<file path="config.mk">
export PLATFORM = sky130hd
export DESIGN_NAME = pnq_engine
export DESIGN_NICKNAME = d
export VERILOG_FILES = /design/src/hw/rtl/pnq_pkg.sv /design/src/hw/rtl/pnq_engine.sv
export SDC_FILE = /design/constraint.sdc
export NUM_CORES = 1
export LEC_CHECK = 0
export BUFFER_PORTS_ARGS = -buffer_cell sky130_fd_sc_hd__buf_2
export CORE_MARGIN = 1.5
export CORE_UTILIZATION = 50
export CTS_CLUSTER_SIZE = 8
export DETAILED_ROUTE_END_ITERATION = 16
export PLACE_DENSITY = 0.77
export SYNTH_ARGS = -nofsm -noshare
export SYNTH_HDL_FRONTEND = slang
export SYNTH_SLANG_ARGS = --single-unit
</file>
<file path="constraint.sdc">
create_clock -name clk -period 4.5 [get_ports clk]
set_input_delay 0.225 -clock clk [delete_from_list [all_inputs] [get_ports clk]]
set_output_delay 0.225 -clock clk [all_outputs]
set_load 0.05 [all_outputs]
</file>
<file path="src/hw/rtl/pnq_pkg.sv">
// Package for the per-node FCFS queue manager: sizes, codes and the structs
// passed between the engine, the RAMs and the top level. No dependencies.
`timescale 1ns / 1ps
`default_nettype none

package pnq_pkg;

    localparam int NUM_NODES    = 16;
    localparam int POOL_ENTRIES = 256;

    localparam int IDX_W   = $clog2(POOL_ENTRIES);
    localparam int PTR_W   = IDX_W + 1;
    localparam int NODE_W  = 4;
    localparam int NIDX_W  = $clog2(NUM_NODES);
    localparam int CMD_W   = 2;
    localparam int STAT_W  = 2;
    localparam int TRAV_W  = 16;
    localparam int PROC_W  = 22;
    localparam int STAMP_W = 32;
    localparam int CNT_W   = 9;
    localparam int CFG_W   = 5;
    localparam int ENTRY_W = NODE_W + PROC_W + TRAV_W + STAMP_W;

    localparam logic [PTR_W-1:0] PTR_EMPTY = PTR_W'(POOL_ENTRIES);
    localparam logic [CFG_W-1:0] CFG_RESET = CFG_W'(16);
    localparam logic [CFG_W-1:0] NODE_CAP  = CFG_W'(NUM_NODES);

    typedef enum logic [CMD_W-1:0] {
        CMD_ENQUEUE = 2'd0,
        CMD_DEQUEUE = 2'd1,
        CMD_SIZE    = 2'd2
    } cmd_t;

    typedef enum logic [STAT_W-1:0] {
        STAT_DONE    = 2'd0,
        STAT_INVALID = 2'd1,
        STAT_FULL    = 2'd2,
        STAT_EMPTY   = 2'd3
    } status_t;

    typedef enum logic {
        FSM_IDLE = 1'b0,
        FSM_EXEC = 1'b1
    } fsm_t;

    typedef struct packed {
        logic               re;
        logic [IDX_W-1:0]   raddr;
        logic               we;
        logic [IDX_W-1:0]   waddr;
        logic [ENTRY_W-1:0] wdata;
    } entry_req_t;

    typedef struct packed {
        logic             re;
        logic [IDX_W-1:0] raddr;
        logic             we;
        logic [IDX_W-1:0] waddr;
        logic [PTR_W-1:0] wdata;
    } link_req_t;

    typedef struct packed {
        logic [STAT_W-1:0]  status;
        logic [NODE_W-1:0]  served_node;
        logic [TRAV_W-1:0]  out_traveler;
        logic [PROC_W-1:0]  out_process;
        logic [NODE_W-1:0]  out_next_node;
        logic [STAMP_W-1:0] arrival_number;
        logic [CNT_W-1:0]   queue_length;
        logic               has_waiting;
    } result_t;

endpackage

`default_nettype wire

</file>
<file path="src/hw/rtl/pnq_engine.sv">
// Command sequencer of the queue manager: node tables, free list, fresh
// pointer and arrival counter. Depends on pnq_pkg; drives two pnq_ram instances.
`timescale 1ns / 1ps
`default_nettype none

module pnq_engine (
    input  wire logic                        clk,
    input  wire logic                        rst_n,
    input  wire logic                        start,
    input  wire logic [pnq_pkg::CMD_W-1:0]   command,
    input  wire logic [pnq_pkg::NODE_W-1:0]  node_id,
    input  wire logic [pnq_pkg::TRAV_W-1:0]  traveler,
    input  wire logic [pnq_pkg::PROC_W-1:0]  process_id,
    input  wire logic [pnq_pkg::NODE_W-1:0]  dest_node,
    input  wire logic [pnq_pkg::CFG_W-1:0]   node_limit,
    output      logic                        busy,
    output pnq_pkg::entry_req_t              entry_req,
    input  wire logic [pnq_pkg::ENTRY_W-1:0] entry_rdata,
    output pnq_pkg::link_req_t               link_req,
    input  wire logic [pnq_pkg::PTR_W-1:0]   link_rdata,
    output      logic                        result_valid,
    output pnq_pkg::result_t                 result
);

    pnq_pkg::fsm_t state_reg, state_next;

    logic [pnq_pkg::CMD_W-1:0]  cmd_reg;
    logic [pnq_pkg::NODE_W-1:0] node_reg;
    logic [pnq_pkg::TRAV_W-1:0] trav_reg;
    logic [pnq_pkg::PROC_W-1:0] proc_reg;
    logic [pnq_pkg::NODE_W-1:0] dest_reg;

    logic [pnq_pkg::IDX_W-1:0] heads_reg  [pnq_pkg::NUM_NODES];
    logic [pnq_pkg::IDX_W-1:0] tails_reg  [pnq_pkg::NUM_NODES];
    logic [pnq_pkg::CNT_W-1:0] counts_reg [pnq_pkg::NUM_NODES];

    logic [pnq_pkg::PTR_W-1:0]   free_head_reg, free_head_next;
    logic [pnq_pkg::PTR_W-1:0]   fresh_reg, fresh_next;
    logic [pnq_pkg::STAMP_W-1:0] arrival_reg, arrival_next;
    logic                        result_valid_reg, result_valid_next;
    pnq_pkg::result_t            result_reg, result_next;

    logic                       head_we, tail_we, count_we;
    logic [pnq_pkg::IDX_W-1:0]  head_next, tail_next;
    logic [pnq_pkg::CNT_W-1:0]  count_next;

    logic                       accept;
    logic                       exec;
    logic [pnq_pkg::NIDX_W-1:0] node_idx;
    logic [pnq_pkg::CNT_W-1:0]  cur_count;
    logic [pnq_pkg::IDX_W-1:0]  cur_head;
    logic                       node_ok;
    logic                       alloc_ok;
    logic [pnq_pkg::IDX_W-1:0]  alloc_idx;

    assign accept   = start && (state_reg == pnq_pkg::FSM_IDLE);
    assign exec     = (state_reg == pnq_pkg::FSM_EXEC);
    assign node_idx = node_reg[pnq_pkg::NIDX_W-1:0];
    assign cur_count = counts_reg[node_idx];
    assign cur_head  = heads_reg[node_idx];
    assign node_ok   = {1'b0, node_reg} < node_limit;

    // Next state.
    always_comb
    begin
        state_next = state_reg;
        unique case (state_reg)
            pnq_pkg::FSM_IDLE:
            begin
                if (start)
                begin
                    state_next = pnq_pkg::FSM_EXEC;
                end
            end
            pnq_pkg::FSM_EXEC:
            begin
                state_next = pnq_pkg::FSM_IDLE;
            end
        endcase
    end

    assign busy = exec;

    // Allocation: the free list first, then entries never used.
    always_comb
    begin
        alloc_ok  = 1'b0;
        alloc_idx = free_head_reg[pnq_pkg::IDX_W-1:0];
        if (!free_head_reg[pnq_pkg::IDX_W])
        begin
            alloc_ok = 1'b1;
        end
        else if (!fresh_reg[pnq_pkg::IDX_W])
        begin
            alloc_ok  = 1'b1;
            alloc_idx = fresh_reg[pnq_pkg::IDX_W-1:0];
        end
    end

    // Reads are issued at accept so the data are ready in the execute cycle.
    always_comb
    begin
        entry_req    = '0;
        link_req     = '0;
        entry_req.re = accept;
        entry_req.raddr = heads_reg[node_id[pnq_pkg::NIDX_W-1:0]];
        link_req.re  = accept;
        if (pnq_pkg::cmd_t'(command) == pnq_pkg::CMD_ENQUEUE)
        begin
            link_req.raddr = free_head_reg[pnq_pkg::IDX_W-1:0];
        end
        else
        begin
            link_req.raddr = heads_reg[node_id[pnq_pkg::NIDX_W-1:0]];
        end

        free_head_next    = free_head_reg;
        fresh_next        = fresh_reg;
        arrival_next      = arrival_reg;
        head_we           = 1'b0;
        tail_we           = 1'b0;
        count_we          = 1'b0;
        head_next         = alloc_idx;
        tail_next         = alloc_idx;
        count_next        = cur_count;
        result_valid_next = exec;
        result_next       = '0;

        if (exec)
        begin
            if (!node_ok)
            begin
                result_next.status = pnq_pkg::STAT_INVALID;
            end
            else
            begin
                unique case (pnq_pkg::cmd_t'(cmd_reg))
                    pnq_pkg::CMD_ENQUEUE:
                    begin
                        if (alloc_ok)
                        begin
                            if (!free_head_reg[pnq_pkg::IDX_W])
                            begin
                                free_head_next = link_rdata;
                            end
                            else
                            begin
                                fresh_next = fresh_reg + 1'b1;
                            end
                            entry_req.we    = 1'b1;
                            entry_req.waddr = alloc_idx;
                            entry_req.wdata = {dest_reg, proc_reg, trav_reg, arrival_reg};
                            if (cur_count != '0)
                            begin
                                link_req.we    = 1'b1;
                                link_req.waddr = tails_reg[node_idx];
                                link_req.wdata = {1'b0, alloc_idx};
                            end
                            else
                            begin
                                head_we = 1'b1;
                            end
                            tail_we    = 1'b1;
                            count_we   = 1'b1;
                            count_next = cur_count + 1'b1;
                            arrival_next = arrival_reg + 1'b1;
                            result_next.status         = pnq_pkg::STAT_DONE;
                            result_next.arrival_number = arrival_reg;
                            result_next.queue_length   = count_next;
                            result_next.has_waiting    = 1'b1;
                        end
                        else
                        begin
                            result_next.status       = pnq_pkg::STAT_FULL;
                            result_next.queue_length = cur_count;
                            result_next.has_waiting  = (cur_count != '0);
                        end
                    end
                    pnq_pkg::CMD_DEQUEUE:
                    begin
                        if (cur_count == '0)
                        begin
                            result_next.status = pnq_pkg::STAT_EMPTY;
                        end
                        else
                        begin
                            head_we    = 1'b1;
                            head_next  = link_rdata[pnq_pkg::IDX_W-1:0];
                            count_we   = 1'b1;
                            count_next = cur_count - 1'b1;
                            link_req.we    = 1'b1;
                            link_req.waddr = cur_head;
                            link_req.wdata = free_head_reg;
                            free_head_next = {1'b0, cur_head};
                            {result_next.out_next_node, result_next.out_process,
                             result_next.out_traveler,
                             result_next.arrival_number} = entry_rdata;
                            result_next.status       = pnq_pkg::STAT_DONE;
                            result_next.served_node  = node_reg;
                            result_next.queue_length = count_next;
                            result_next.has_waiting  = (count_next != '0);
                        end
                    end
                    default:
                    begin
                        result_next.status       = pnq_pkg::STAT_DONE;
                        result_next.queue_length = cur_count;
                        result_next.has_waiting  = (cur_count != '0);
                    end
                endcase
            end
        end
    end

    always_ff @(posedge clk or negedge rst_n)
    begin
        if (!rst_n)
        begin
            state_reg        <= pnq_pkg::FSM_IDLE;
            free_head_reg    <= pnq_pkg::PTR_EMPTY;
            fresh_reg        <= '0;
            arrival_reg      <= '0;
            result_valid_reg <= 1'b0;
            for (int i = 0; i < pnq_pkg::NUM_NODES; i++)
            begin
                counts_reg[i] <= '0;
            end
        end
        else
        begin
            state_reg        <= state_next;
            free_head_reg    <= free_head_next;
            fresh_reg        <= fresh_next;
            arrival_reg      <= arrival_next;
            result_valid_reg <= result_valid_next;
            if (count_we)
            begin
                counts_reg[node_idx] <= count_next;
            end
        end
    end

    always_ff @(posedge clk)
    begin
        if (accept)
        begin
            cmd_reg  <= command;
            node_reg <= node_id;
            trav_reg <= traveler;
            proc_reg <= process_id;
            dest_reg <= dest_node;
        end
        if (head_we)
        begin
            heads_reg[node_idx] <= head_next;
        end
        if (tail_we)
        begin
            tails_reg[node_idx] <= tail_next;
        end
        result_reg <= result_next;
    end

    assign result_valid = result_valid_reg;
    assign result       = result_reg;

endmodule

`default_nettype wire

</file>
==> results_dict.tcl <==
set metrics [dict create \
    seq_area_frac_synth 0.6206 \
    grt_max_degree 106 \
    yosys.area.top_type "edfxtp_1" \
    endpoint_kind "primary output" \
    finalCriticalPeriod_ps 4328 \
    reg2reg_depth 13 \
    hold_viol 0 \
    syn_nets 1845 \
    worstMarginPinSlew_ps 1228 \
    synth.area.top_cells "edfxtp_1 36%, dfrtp_1 19%, mux4_2 13%" \
    dieArea_sq_um 52660 \
    syn-instance-count 1697 \
    rsz0062_at_grt "false" \
    dieHeight_um 229.5 \
    timing.final.crit_share 0.9619 \
    hold_path_class "in -> reg" \
    worst_ir_drop_vdd_mv 0.3071 \
    antenna_found_initial 5 \
    yosysMostFrequentCell "edfxtp_1" \
    fillCellCount 3454 \
    run_status "finished, final reports clean" \
    dp_slack_ps 242.1 \
    crit_required_ps 4280 \
    whs_endpoint "node_idx[3]" \
    gp_congestion 0.9311 \
    insertion_delay_ps 630 \
    ys.flop_type "edfxtp_1" \
    p_leak_nw 13.68 \
    cts_inserted_buffers 84 \
    worst_clock_skew_ps 22.59 \
    multi_input_area_sq_um 9139 \
    routed_wl_mm 78.48 \
    cts_tree "yes" \
    ant_nets 0 \
    htree_levels 3 \
    syn_area_sq_um 25650 \
    dpl.hpwl_mm 52.67 \
    arrival_ps 4100 \
    synth_cell_type_count 77 \
    dr.first_iter.drc_count 2012 \
    fmax_ghz 0.2310 \
    crit_type "reg -> out" \
    dpl_cell_area_sq_um 28350 \
    yosysWarnings 0 \
    route.detailed.drc 0 \
    row_count 82 \
    nNetsFinal 2366 \
    ys_ff_latch 594 \
    cts.path.max_buffers 3 \
    syn_area_per_cell_sq_um 15.11 \
    viasPerCell 6.031 \
    grt_pass1_vias 18063 \
    rr_startpoint "node_idx[0]" \
    largest_reg_flops 144 \
    port_buffers 349 \
    cts_sinks 594 \
    ys_top_cells_by_count "304 x edfxtp_1, 195 x dfrtp_1, 149 x mux4_2" \
    tns_ps 0 \
    vias 17815 \
    power.density_nw_per_um2 434.8 \
    io_pins 350 \
    slew_violations 0 \
    final_area_sq_um 32070 \
    seqCellArea_sq_um 15920 \
    postLayoutSetupSlackWorst_ps 171.6 \
    r2r_slack_ps 410 \
    track_usage 0.2995 \
    synth-async-reset-ratio 0.3300 \
    grt_pass1_wl_mm 117.0 \
    placedCellCount 2678 \
    drv_cap 0 \
    hp-start "node_id[3]" \
    drive_gt1_frac 0.3490 \
    cp_max_fo 17 \
    start_kind "flop" \
    clkTransAtPathRegs_ps 50 \
    synth_edf_count 304 \
    reg2reg_to "counts_reg[127]" \
    hold_ws_ps 58.45 \
    setup_viol 0 \
    clockRootBuffer "clkbuf_16" \
    synth_top_area_share 0.3560 \
    whs_path_depth 1 \
    dr.pass1.iters 6 \
    wl_per_cell_um 26.57 \
    gr-total-overflow 0 \
    syn2layout_area_growth_pct 25.06 \
    worst_slew_margin_rel 0.1805 \
    core_sq_um 50380 \
    layoutNonFillerInstCount 2954 \
    die-width_um 229.5 \
    initial_core_util 0.5091 \
]
where the power goes:
part | switching (mW) | leakage [nW] | total [mW] | internal, mW
combinational | 1.11 | 6.28 | 1.70 | 0.592
sequential | 0.202 | 6.24 | 6.35 | 6.15
clock | 2.36 | 1.16 | 5.89 | 3.53
critical path: stages (launching register included):
cell and delay (ps):
edfxtp_1 500, nor2b_1 460, a22oi_1 160, nand2_2 120
inv_1 70, ha_1 260, nor2b_1 160, a32o_2 350
a311oi_4 490, buf_4 370, nand2_1 110, o21ai_0 120
buf_2 310
cells by family (layout without fill, tap and decap cells):
logic type / after synthesis / count (layout) / synth area share
buffers and inverters: 129 / 713 / 0.02356
other: 0 / 1 / 0
AOI/OAI and AO/OA: 186 / 186 / 0.04932
adders and majority gates: 9 / 9 / 0.004391
xor gates and xnor gates: 42 / 42 / 0.01434
and+or+nand+nor: 430 / 430 / 0.08645
muxes: 307 / 307 / 0.2013
DFF: 594 / 594 / 0.6206
per-stage QoR:
stage,total power [mW],utilization
after floorplan,7.340,-
after global routing,14.33,0.6367
final,13.94,0.6367
after CTS,13.94,0.6365
after detailed placement,8.009,0.5627
after global placement,7.958,0.5627
how the worst max path moves through the flow:
stage	end	start	slack [ps]
after floorplan	link_req[14]	node_idx[1]	290
after global placement	counts_reg[101]	node_idx[0]	410
after detailed placement	counts_reg[127]	node_idx[1]	240
after CTS	link_req[11]	node_idx[0]	9
after global routing	link_req[11]	node_idx[2]	3
final	link_req[11]	node_idx[2]	170
layout by cell type, fill, tap and decap left out, drive strengths merged, types with 3 or more instances in the layout:
cell         count
nor3             6
xor2            12
clkinv           4
mux2           138
o21ai           49
and3            16
mux4           152
dfxtp           94
a211oi           4
a221oi           5
clkbuf         143
nor2b            9
buf            413
a21oi           37
a21o            42
and2           132
ha               9
nand2b           6
and4             3
a22oi           10
mux2i           17
a31oi            4
nor2           105
edfxtp         304
nand4           12
dfrtp          195
o211ai           5
o21a             5
nand2          104
a22o             4
inv             28
nor4             3
nand3           26
xnor2           30
dlygate4sd3    124
layer usage:
layer,GRT usage,share of wire,vias up
li1,-,-,7418
met4,0.1626,0.056,4
met5,0,0.00034,-
met2,0.4871,0.48,1073
met1,0.3766,0.37,9069
met3,0.06325,0.087,251
area by class of cell:
cell class / count / area share
antenna: 1 / 0.00007802
clock buffer: 142 / 0.07299
clock inverter: 7 / 0.003667
inverter: 26 / 0.003043
multi-input combinational: 974 / 0.2849
sequential: 594 / 0.4965
tap: 672 / 0.02622
timing repair buffer: 538 / 0.1126
what timing repair did:
| action | in CTS | in global routing |
|---|---|---|
| hold buffers | 124 | 0 |
| endpoints found under the hold margin | 227 | 0 |
| gates resized for setup | 0 | 2 |
| endpoints found under the setup margin | 5 | 23 |
| buffers inserted | 2 | 0 |
(Power assumes the default switching activity.)
